## config.mk

```make
export PLATFORM = sky130hd
export DESIGN_NAME = gtg_cordic_stage
export DESIGN_NICKNAME = d
export VERILOG_FILES = /design/src/gtg_pkg.sv /design/src/gtg_cordic_stage.sv
export SDC_FILE = /design/constraint.sdc
export NUM_CORES = 1
export LEC_CHECK = 0
export BUFFER_PORTS_ARGS = -buffer_cell sky130_fd_sc_hd__buf_2
export CORE_ASPECT_RATIO = 1.75
export CORE_MARGIN = 2
export CORE_UTILIZATION = 56
export CTS_CLUSTER_SIZE = 20
export DETAILED_ROUTE_END_ITERATION = 10
export MAX_ROUTING_LAYER = met4
export PLACE_DENSITY = 0.82
export RECOVER_POWER = 50
export SYNTH_ARGS = -nofsm -noshare
export SYNTH_HDL_FRONTEND = slang
export SYNTH_SLANG_ARGS = --single-unit
```

## constraint.sdc

```tcl
create_clock -name clk -period 4.7 [get_ports clk]
set_clock_uncertainty 0.1 [all_clocks]
set_input_delay 0.705 -clock clk [delete_from_list [all_inputs] [get_ports clk]]
set_output_delay 0.705 -clock clk [all_outputs]
set_load 0.02 [all_outputs]
```

## src/gtg_pkg.sv

```systemverilog
package gtg_pkg;

  // Datapath widths
  localparam int POS_W   = 32;
  localparam int DIFF_W  = 33;   // target minus pose, kept exact
  localparam int XY_W    = 36;   // CORDIC x/y, covers pre-rotation and gain
  localparam int Z_W     = 34;   // Q2.30 angle accumulator with headroom
  localparam int HEAD_W  = 16;
  localparam int ERR_W   = 18;   // heading error before and after wrapping
  localparam int WRAP_W  = 22;   // offset error used by the modulo reduction
  localparam int TOL_W   = 20;
  localparam int RATE_W  = 15;
  localparam int ANG_W   = 16;

  localparam logic signed [Z_W-1:0] HALF_PI_Q30 = 34'sh06487ED51;
  localparam longint PI_Q30 = 64'sd3373259426;

  // Configuration register indexes
  typedef enum logic [2:0] {
    REG_TARGET_X    = 3'd0,
    REG_TARGET_Y    = 3'd1,
    REG_TOLERANCE   = 3'd2,
    REG_COARSE_BAND = 3'd3,
    REG_FINE_BAND   = 3'd4,
    REG_COARSE_RATE = 3'd5,
    REG_FINE_RATE   = 3'd6,
    REG_CRUISE      = 3'd7
  } reg_index_t;

  // One item inside the CORDIC pipeline
  typedef struct packed {
    logic                     valid;
    logic                     arrived;
    logic                     zero;
    logic signed [HEAD_W-1:0] head;
    logic signed [XY_W-1:0]   x;
    logic signed [XY_W-1:0]   y;
    logic signed [Z_W-1:0]    z;
  } cordic_t;

  // atan(2^-i) truncated to Q2.30
  function automatic logic [31:0] atan_q30(input int i);
    logic [31:0] r;
    case (i)
      0:       r = 32'h3243F6A8;
      1:       r = 32'h1DAC6705;
      2:       r = 32'h0FADBAFC;
      3:       r = 32'h07F56EA6;
      4:       r = 32'h03FEAB76;
      5:       r = 32'h01FFD55B;
      6:       r = 32'h00FFFAAA;
      7:       r = 32'h007FFF55;
      8:       r = 32'h003FFFEA;
      9:       r = 32'h001FFFFD;
      10:      r = 32'h000FFFFF;
      11:      r = 32'h0007FFFF;
      12:      r = 32'h0003FFFF;
      13:      r = 32'h0001FFFF;
      14:      r = 32'h0000FFFF;
      15:      r = 32'h00007FFF;
      16:      r = 32'h00003FFF;
      17:      r = 32'h00001FFF;
      18:      r = 32'h00000FFF;
      19:      r = 32'h000007FF;
      20:      r = 32'h000003FF;
      21:      r = 32'h000001FF;
      22:      r = 32'h000000FF;
      23:      r = 32'h0000007F;
      default: r = 32'h00000000;
    endcase
    return r;
  endfunction

endpackage

```

## src/gtg_cordic_stage.sv

```systemverilog
module gtg_cordic_stage #(
  parameter int STEP = 0
) (
  input  logic              clk,
  input  logic              rst,
  input  logic              en,
  input  gtg_pkg::cordic_t  d,
  output gtg_pkg::cordic_t  q
);

  logic signed [gtg_pkg::XY_W-1:0] xs;
  logic signed [gtg_pkg::XY_W-1:0] ys;
  logic signed [gtg_pkg::Z_W-1:0]  angle;
  gtg_pkg::cordic_t                nxt;

  // Rotate toward the x axis by atan(2^-STEP)
  always_comb begin
    xs    = d.x >>> STEP;
    ys    = d.y >>> STEP;
    angle = $signed({2'b00, gtg_pkg::atan_q30(STEP)});
    nxt   = d;
    if (!d.y[gtg_pkg::XY_W-1]) begin
      nxt.x = d.x + ys;
      nxt.y = d.y - xs;
      nxt.z = d.z + angle;
    end else begin
      nxt.x = d.x - ys;
      nxt.y = d.y + xs;
      nxt.z = d.z - angle;
    end
  end

  // Clear valid under reset; advance everything when enabled
  always_ff @(posedge clk) begin
    if (rst) begin
      q.valid <= 1'b0;
    end else if (en) begin
      q.valid <= nxt.valid;
    end
    if (en) begin
      q.arrived <= nxt.arrived;
      q.zero    <= nxt.zero;
      q.head    <= nxt.head;
      q.x       <= nxt.x;
      q.y       <= nxt.y;
      q.z       <= nxt.z;
    end
  end

endmodule

```

# [Yosys cells after proc, flatten, opt, wreduce, memory -nomap -nowiden]
# Index checks and enable logic that the tools add are counted.
[classes] muxes=1 n_addsub=5
[ops] op="106-bit 2-to-1 mux" n=1
[ops] op="36-bit subtractor" n=2
[ops] op="36-bit adder" n=1
[ops] op="34-bit by 31-bit adder with 34-bit output, second input constant" n=1
[ops] op="34-bit by 31-bit subtractor with 34-bit output, second input constant" n=1
[totals] reg_bits=125 output_inout_bits=125 word_cells=13 input_bits=128

# [Logic depth before layout (Yosys ltp)]
# Gate-level depths: netlist of the first run.
[depth] word_depth=2 depth_mapped=14 depth_no_buf=12

# [Least setup slack after synthesis of the first run]
# Ideal clock, no wire load.
[synth_timing] path_type="input to register" startpoint="in d[69] in the netlist's numbering" endpoint="reg q[30] in the netlist's numbering, data pin" slack_ps=401 required_time_ps=4341 arrival_ps=3940 setup_ps=259 path_buffers=3 cell_stages=13 path_cell_list="clkbuf_1 -> inv_1 -> clkbuf_1 -> buf_1 -> ha_1 -> a211o_1 -> o2111ai_1 -> a31oi_1 -> a41oi_1 -> o21ai_1 -> a21oi_1 -> nor3_1 -> a211o_1"
[synth_rtl] element="from (decl)" line="gtg_cordic_stage.sv:7" text="input gtg_pkg::cordic_t d,"
[synth_rtl] element="to (decl)" line="gtg_cordic_stage.sv:8" text="output gtg_pkg::cordic_t q"

==> impl_metrics.tcl, run 1 <==
set metrics [dict create \
    synth_top_area_frac 0.322 \
    status "complete, but fails checks" \
    cts_buffer_depth 2 \
    criticalPathCategory "input pin to register" \
    grt_usage 0.343 \
    synth.net_count 1561 \
    core_sq_mm 0.0202 \
    crit_fanout 21 \
    fin_util 0.668 \
    worst_slew_margin_rel -0.890 \
    max_cap_violations 1 \
    synth-edff-count 123 \
    die-height_microns 193 \
    multi_input_area_sq_mm 0.00708 \
    grt_start_max_net_pins 75 \
    drc 0 \
    syn_inst 1291 \
    clk_pin_slew_ps 60 \
    tightest_slew_ps 2840 \
    start_util 0.568 \
    start_kind "input pin" \
    port_buffers 252 \
    htreeDepth 4 \
    finalSetupViolCount 0 \
    final_common_cell "buf_2" \
    ys_types 72 \
    period_share 0.856 \
    area_growth_pct 17.7 \
    ys.flop_type "edfxtp_1" \
    regArea_sq_mm 0.00371 \
    final_area_sq_mm 0.0135 \
    overflow 0 \
    root_buffer "clkbuf_16" \
    yosys_register_bits 124 \
    r2r_setup_slack_ps 3970 \
    fin_setup_tns_ps 0 \
    dp_hpwl_mm 29.0 \
    dieWidth_microns 112 \
    worstPathArrival_ps 4100 \
    wl_per_cell_microns 20.6 \
    cts.sinks 124 \
    cts_setup_buffers 0 \
    top_register "q" \
    syn-cell-area_sq_mm 0.0115 \
    place_area_sq_mm 0.0130 \
    instances_no_fill 1793 \
    num_rows 69 \
    first_global_vias 11100 \
    final_nets 1798 \
    drive_above_1_share 0.171 \
    cp_slowest_cell "inv_1" \
    cpPeakStageDelay_ps 700 \
    yosysTopAreaCell "edfxtp_1" \
    post-place-ws_ps 571 \
    final_hold_viol_count 0 \
    path_common_cell "a211o_1" \
    ant_nets 0 \
    final_cell_mix "202 x buf_2, 138 x ha_1, 135 x a21oi_1" \
    gp_congestion 1.02 \
    dr.pass1.iters 5 \
    setup_ws_ps 679 \
    drv_slew 52 \
    die_area_sq_mm 0.0217 \
    avgSynthCellArea_sq_um 8.89 \
    grt_pass1_wl_mm 56.6 \
    largest_register_ffs 124 \
    antenna_found_initial 4 \
    violations "max-capacitance violations, max-slew violations" \
    fillerInstances 1682 \
    fmax_ghz 0.249 \
    fin_crit_ps 4020 \
    total_power_mw 4.43 \
    cts_buffers 17 \
    cts_tree "built" \
    clk_latency_ps 430 \
    ys_warn_count 0 \
    worstHoldPathType "input pin to register" \
    worstSetupEndpointType "register" \
    drtIter0Drc 962 \
    yosysSeqAreaShare 0.324 \
    vias 11000 \
    p_per_area_mw_per_mm2 328 \
    p_leak_nw 6.06 \
    peakVddDrop_mv 0.242 \
    netlist_top_cells_area "edfxtp_1 32%, ha_1 15%, a21oi_1 5.9%" \
    top_regs "q x124" \
    path_cells "clkbuf_1 -> inv_1 -> ha_1 -> a211o_1 -> o2111ai_1 -> a31oi_1 -> a41oi_1 -> o21ai_1 -> a21oi_1 -> nor3_1 -> a211o_1" \
    cts_resized 0 \
    ioPinCount 253 \
    detail_route.wirelength_mm 36.9 \
    cts_hold_buf 0 \
    viasPerCell 6.16 \
    synth_async_sr_flop_share 0 \
    holdWs_ps 328 \
    place_inst 1757 \
    cp.required_ps 4780 \
    rsz0062_at_grt "false" \
]
worst max-delay path: cells and delay by family:
kind,cells,cell delay (ps)
buffers and inverters,2,780
AO/OA/AOI/OAI,7,2050
adder cells (fa/ha/maj),1,440
AND/OR/NAND/NOR,1,110
power by group:
part | switching [mW] | leakage, nW | internal [mW] | total (mW)
combinational | 1.05 | 4.57 | 0.566 | 1.61
clock | 0.543 | 0.270 | 0.783 | 1.33
sequential | 0.0498 | 1.21 | 1.44 | 1.49
total | 1.64 | 6.06 | 2.79 | 4.43
final timing paths:
kind / startpoint / end / cells after the start
hold / removal: rst / q[124] / 2
setup reg to reg: q[124] / q[124] / 2
setup / recovery: d[69] / q[30] / 11
hold reg to reg: q[124] / q[124] / 2
metal layers:
layer / up-vias / share of wire / track usage
li1: 5181 / - / -
met5: - / 0 / -
met1: 5087 / 0.32 / 0.317
met2: 581 / 0.54 / 0.622
met3: 195 / 0.061 / 0.0602
met4: 0 / 0.080 / 0.246
area by class of cell:
| cell class | count | area share |
|---|---|---|
| clock inverters | 13 | 0.0107 |
| repair buffers | 271 | 0.0994 |
| well taps | 248 | 0.0230 |
| clock buffers | 19 | 0.0321 |
| flip-flops and latches | 124 | 0.275 |
| diodes | 4 | 0.000741 |
| multi-input cells | 990 | 0.525 |
| inverters | 124 | 0.0345 |
cells in the mapped netlist (15+ instances only):
library cell	count
ha_1	138
nor2b_1	21
clkbuf_1	30
mux2i_1	22
o21a_1	18
a21o_1	39
inv_1	119
nand3_1	18
buf_1	16
nand2_1	61
o21ai_0	80
nor2_1	99
o21bai_1	28
a21oi_1	135
xor2_1	17
o211ai_1	15
edfxtp_1	123
nor3_1	29
xnor2_1	72
nand2b_1	16
a211oi_1	19
kinds of logic after synthesis:
family / count (synthesis) / synth area share
flip-flops: 124 / 0.324
multiplexers: 22 / 0.0192
XOR/XNOR: 89 / 0.0679
adder cells (fa/ha/maj): 142 / 0.157
AND/OR/NAND/NOR: 302 / 0.126
AO/OA/AOI/OAI: 435 / 0.246
buffers and inverters: 177 / 0.0589
Power figures use the tool's default switching activity.
==> inputs of run 2 (changes only) <==
--- a/config.mk
+++ b/config.mk
@@ -5,14 +5,14 @@
 export SDC_FILE = /design/constraint.sdc
 export NUM_CORES = 1
 export LEC_CHECK = 0
-export BUFFER_PORTS_ARGS = -buffer_cell sky130_fd_sc_hd__buf_2
 export CORE_ASPECT_RATIO = 1.75
 export CORE_MARGIN = 2
-export CORE_UTILIZATION = 56
+export CORE_UTILIZATION = 60
 export CTS_CLUSTER_SIZE = 20
 export DETAILED_ROUTE_END_ITERATION = 10
+export DONT_BUFFER_PORTS = 1
 export MAX_ROUTING_LAYER = met4
-export PLACE_DENSITY = 0.82
+export PLACE_DENSITY = 0.76
 export RECOVER_POWER = 50
 export SYNTH_ARGS = -nofsm -noshare
 export SYNTH_HDL_FRONTEND = slang
==> constraint.sdc (replaced) <==
create_clock -name clk -period 4.7 [get_ports clk]
set_clock_uncertainty 0.1 [all_clocks]
set_input_delay 0.94 -clock clk [delete_from_list [all_inputs] [get_ports clk]]
set_output_delay 0.94 -clock clk [all_outputs]
set_load 0.02 [all_outputs]
==> run 2 against run 1 <==
  * The run now ends clean
  * Fmax grew 2.7%
  * Core utilization fell by 0.67 points
  * Global-route usage increased by 1.7 points
  * Critical path depth is 1 higher
  * Final cell count is 15% lower
  * First-iteration DRC count decreased by 13%
  * Largest cell class unchanged
  * Highest routed layer unchanged
==> impl_metrics.tcl, run 2 (same netlist as run 1, synthesis figures left out) <==
set metrics [dict create \
    wl_per_cell_microns 23.2 \
    cts_hold_buf 0 \
    drive_above_1_share 0.0518 \
    first_global_vias 10300 \
    ioPinCount 253 \
    top_regs "q x124" \
    dieWidth_microns 109 \
    die_area_sq_mm 0.0203 \
    overflow 0 \
    status "finished, final reports clean" \
    grt_start_max_net_pins 125 \
    hp-start "rst" \
    gp_congestion 1.01 \
    cts_buffer_depth 2 \
    holdPathEnd "q[124]" \
    fmax_ghz 0.255 \
    htreeDepth 4 \
    start_kind "input pin" \
    drtIter0Drc 840 \
    worst_slew_margin_rel 0.433 \
    final_nets 1550 \
    start_util 0.615 \
    max_cap_violations 0 \
    final_cell_mix "138 x ha_1, 135 x a21oi_1, 123 x edfxtp_1" \
    cts_buffers 17 \
    drv_slew 0 \
    detail_route.wirelength_mm 35.6 \
    min_path_cells 1 \
    viasPerCell 6.58 \
    dp_hpwl_mm 27.1 \
    p_leak_nw 5.25 \
    worstHoldPathType "input pin to register" \
    cts_tree "built" \
    regToRegStartpoint "q[124]" \
    root_buffer "clkbuf_16" \
    cts_setup_buffers 0 \
    crit_fanout 14 \
    core_sq_mm 0.0187 \
    cts_resized 0 \
    ant_nets 0 \
    drc 0 \
    reg2reg_to "q[124]" \
    period_share 0.833 \
    top_register "q" \
    dr.pass1.iters 5 \
    final_common_cell "ha_1" \
    port_buffers 0 \
    cts.sinks 124 \
    clk_latency_ps 430 \
    holdWs_ps 477 \
    criticalPathCategory "input pin to register" \
    worstSetupEndpointType "register" \
    area_growth_pct 7.62 \
    fin_crit_ps 3920 \
    p_per_area_mw_per_mm2 349 \
    cp.required_ps 4780 \
    grt_pass1_wl_mm 54.3 \
    peakVddDrop_mv 0.336 \
    tightest_slew_ps 840 \
    antenna_found_initial 1 \
    largest_register_ffs 124 \
    clk_pin_slew_ps 60 \
    num_rows 66 \
    vias 10100 \
    final_hold_viol_count 0 \
    worstPathArrival_ps 3990 \
    rsz0062_at_grt "false" \
    r2r_setup_slack_ps 3860 \
    grt_usage 0.361 \
    fin_util 0.662 \
    finalSetupViolCount 0 \
    fin_setup_tns_ps 0 \
    rr_worst_depth 2 \
    fillerInstances 1572 \
    die-height_microns 187 \
]
-- run 2: cell types whose count changed in the layout (fill, tap and decap cells not counted), moves of 2 or more --
cell | previous run | this run
buf_2 | 202 | 0
buf_4 | 18 | 23
clkbuf_1 | 52 | 1
clkinvlp_4 | 4 | 2
diode_2 | 4 | 1
inv_6 | 2 | 4
-- run 2: critical path: stages --
cell,delay [ps]
inv_1,20
ha_1,540
nor2b_1,140
o21a_1,210
a31o_2,250
o41ai_1,750
buf_4,240
nor3_1,70
nor2_1,200
o221ai_1,220
a21o_1,280
xnor2_1,140
-- run 2: area by class of cell --
| class | instances | area [sq um] | area share |
|---|---|---|---|
| well taps | 238 | 298 | 0.0241 |
| clock buffers | 18 | 429 | 0.0348 |
| multi-input cells | 990 | 7080 | 0.574 |
| inverters | 124 | 465 | 0.0377 |
| flip-flops and latches | 124 | 3710 | 0.301 |
| clock inverters | 14 | 183 | 0.0148 |
| repair buffers | 23 | 173 | 0.0140 |
| diodes | 1 | 2.50 | 0.000203 |
-- run 2: per-layer routing --
metal | global-route usage | wire length [microns] | up-vias | part of all wire
met1 | 0.338 | 11600 | 4736 | 0.33
li1 | - | - | 4674 | -
met4 | 0.224 | 2340 | 0 | 0.066
met3 | 0.0655 | 2230 | 150 | 0.063
met2 | 0.655 | 19400 | 528 | 0.55
met5 | - | 0 | - | 0
-- run 2: through the flow --
step / setup slack, ps / instances / total power [mW] / cell area [sq um]
2_1_floorplan: 166 / 1291 / 2.57 / 11500
4_1_cts: 857 / 1531 / 4.29 / 12300
3_3_place_gp: 425 / 1499 / 2.87 / 11700
5_1_grt: 601 / 1532 / 4.47 / 12300
6_report: 785 / 1532 / 4.30 / 12300
3_5_place_dp: 435 / 1499 / 2.88 / 11700
-- run 2: power by group --
group	total, mW	internal (mW)	switching, mW
sequential	1.75	1.46	0.291
combinational	1.15	0.448	0.699
clock	1.41	0.845	0.563
-- run 2: how the worst max path moves through the flow --
stage                  to  slack (ps)   from  cells past startpoint
floorplan           q[30]         170  d[69]                     13
global placement    q[99]         420  d[39]                     12
detailed placement  q[99]         430  d[39]                     12
CTS                 q[99]         860  d[39]                     12
global route        q[30]         600  d[69]                     10
finish              q[99]         780  d[39]                     12
==> inputs of run 3 (changes only) <==
--- a/config.mk
+++ b/config.mk
@@ -5,6 +5,7 @@
 export SDC_FILE = /design/constraint.sdc
 export NUM_CORES = 1
 export LEC_CHECK = 0
+export ABC_AREA = 1
 export CORE_ASPECT_RATIO = 1.75
 export CORE_MARGIN = 2
 export CORE_UTILIZATION = 60
@@ -12,7 +13,7 @@
 export DETAILED_ROUTE_END_ITERATION = 10
 export DONT_BUFFER_PORTS = 1
 export MAX_ROUTING_LAYER = met4
-export PLACE_DENSITY = 0.76
+export PLACE_DENSITY = 0.79
 export RECOVER_POWER = 50
 export SYNTH_ARGS = -nofsm -noshare
 export SYNTH_HDL_FRONTEND = slang
==> constraint.sdc (replaced) <==
create_clock -name clk -period 3.1 [get_ports clk]
set_clock_uncertainty 0.1 [all_clocks]
set_input_delay 0.62 -clock clk [delete_from_list [all_inputs] [get_ports clk]]
set_output_delay 0.62 -clock clk [all_outputs]
set_load 0.02 [all_outputs]
==> run 3 against run 2 <==
  * Global-route usage increased by 6.5 points
  * Design area increased by 20%
  * Final cell count increased by 55%
  * Non-clock buffer count increased by 37
  * Register-to-register slack got worse by 1600 ps
  * Total power increased by 60%
  * Sequential share of layout area decreased by 5.0 points
  * Via count increased by 39%
  * Setup slack got worse by 260 ps
  * Critical endpoint is now q[24]
  * Largest cell class unchanged
  * Highest routed layer unchanged
==> impl_metrics.tcl, run 3 <==
set metrics [dict create \
    final_common_cell "nand2_1" \
    first_global_vias 13900 \
    rsz0062_at_grt "false" \
    peakVddDrop_mv 0.322 \
    dieWidth_microns 118 \
    total_power_mw 6.89 \
    diodes 0 \
    netlist_top_cells_area "edfxtp_1 27%, nand2_1 16%, ha_1 13%" \
    largest_register_ffs 124 \
    regToRegStartpoint "q[124]" \
    num_rows 73 \
    cp_slowest_cell "a21boi_1" \
    worstSetupEndpointType "register" \
    cts_buffer_depth 2 \
    crit_start "d[69]" \
    antenna_found_initial 0 \
    ys.flop_type "edfxtp_1" \
    cpPeakStageDelay_ps 380 \
    fmax_ghz 0.388 \
    cts_resized 0 \
    port_buffers 0 \
    synth-edff-count 123 \
    vias 14000 \
    core_sq_mm 0.0227 \
    finalSetupViolCount 0 \
    worstHoldPathType "input pin to register" \
    grt_start_max_net_pins 125 \
    fin_setup_tns_ps 0 \
    final_cell_mix "579 x nand2_1, 303 x inv_1, 171 x nand3_1" \
    instances_no_fill 2371 \
    ys_warn_count 0 \
    synth_async_sr_flop_share 0 \
    cp.required_ps 3210 \
    p_per_area_mw_per_mm2 465 \
    final_hold_viol_count 0 \
    dp_hpwl_mm 40.8 \
    root_buffer "clkbuf_16" \
    place_inst 2339 \
    start_kind "input pin" \
    final_nets 2328 \
    top_register "q" \
    cts_tree "built" \
    cts_setup_buffers 0 \
    ys_types 48 \
    avgSynthCellArea_sq_um 6.78 \
    ys_top_cells_by_count "579 x nand2_1, 303 x inv_1, 171 x nand3_1, 166 x nor2_1, 153 x a21oi_1" \
    fillerInstances 2114 \
    cts_buffers 17 \
    ant_nets 0 \
    cts.sinks 124 \
    yosysTopAreaCell "edfxtp_1" \
    holdWs_ps 127 \
    path_common_cell "nand2_1" \
    crit_fanout 80 \
    overflow 0 \
    clk_pin_slew_ps 60 \
    synth_top_area_frac 0.269 \
    worstPathArrival_ps 2680 \
    viasPerCell 5.92 \
    status "finished, final reports clean" \
    top_regs "q x124" \
    criticalPathCategory "input pin to register" \
    ioPinCount 253 \
    htreeDepth 4 \
    syn-cell-area_sq_mm 0.0137 \
    grt_usage 0.426 \
    die-height_microns 204 \
    period_share 0.831 \
    fin_crit_ps 2570 \
    clk_latency_ps 460 \
    synth.net_count 2298 \
    grt_pass1_wl_mm 75.7 \
    p_leak_nw 7.37 \
    wl_per_cell_microns 21.1 \
    path_cells "inv_2 -> ha_1 -> a21oi_1 -> nand2_1 -> a21boi_1 -> o21ai_0 -> nand3_1 -> nand2_1 -> xor2_1" \
    drtIter0Drc 1444 \
    tightest_slew_ps 848 \
    detail_route.wirelength_mm 50.0 \
    drc 0 \
    syn_inst 2028 \
    place_area_sq_mm 0.0142 \
    final_area_sq_mm 0.0148 \
    yosys_register_bits 124 \
    start_util 0.607 \
    cts_hold_buf 0 \
    die_area_sq_mm 0.0242 \
    gp_congestion 1.09 \
    max_cap_violations 0 \
    synth.most_common_cell "nand2_1" \
    yosysSeqAreaShare 0.270 \
    hp-start "rst" \
    worst_slew_margin_rel 0.434 \
    area_growth_pct 7.74 \
    drv_slew 0 \
    dr.pass1.iters 6 \
    drive_above_1_share 0.0864 \
]
[run 3: path summary, 6_finish.rpt]
check | end | slack (ps) | cells after the start
worst max register to register | q[124] | 2290 | 2
worst min register to register | q[124] | 520 | 2
worst max-delay path | q[24] | 530 | 9
worst min-delay path | q[124] | 130 | 1
[run 3: layer usage]
layer	part of all wire	global-route usage	wire, microns
met5	0	-	0
met4	0.11	0.396	5750
met3	0.073	0.0809	3640
met2	0.50	0.736	24900
met1	0.31	0.391	15700
[run 3: cells by family (layout without fill, tap and decap cells)]
logic type	after synthesis	in the layout	synth area share
AOI/OAI and AO/OA	319	319	0.129
xor gates and xnor gates	54	54	0.0344
adders and majority gates	142	142	0.131
buffers and inverters	365	408	0.112
DFF	124	124	0.270
muxes	2	2	0.00146
and+or+nand+nor	1022	1022	0.321
[run 3: critical path, delay by kind of cell]
family                     cells  cell delay, ps
AOI/OAI and AO/OA              3             880
and+or+nand+nor                3             360
adders and majority gates      1             360
buffers and inverters          1             290
xor gates and xnor gates       1             140
[run 3: cell type report]
class                      count  area [sq um]  share of cell area
tap                          300           375              0.0254
sequential                   124          3710               0.251
inverter                     316          1190              0.0801
clock buffer                  18           439              0.0297
multi-input combinational   1539          8480               0.573
clock inverter                14           146             0.00989
timing repair buffer          60           463              0.0313
[run 3: power by group]
| group | switching [mW] | total, mW | internal (mW) |
|---|---|---|---|
| Combinational | 1.52 | 2.25 | 0.729 |
| Clock | 0.906 | 2.06 | 1.15 |
| Sequential | 0.416 | 2.58 | 2.17 |
[run 3: metrics by stage]
stage	utilization	setup WS (ps)
after floorplan	-	161
after global placement	0.628	197
after detailed placement	0.628	146
after CTS	0.654	586
after global routing	0.654	386
final	0.654	525
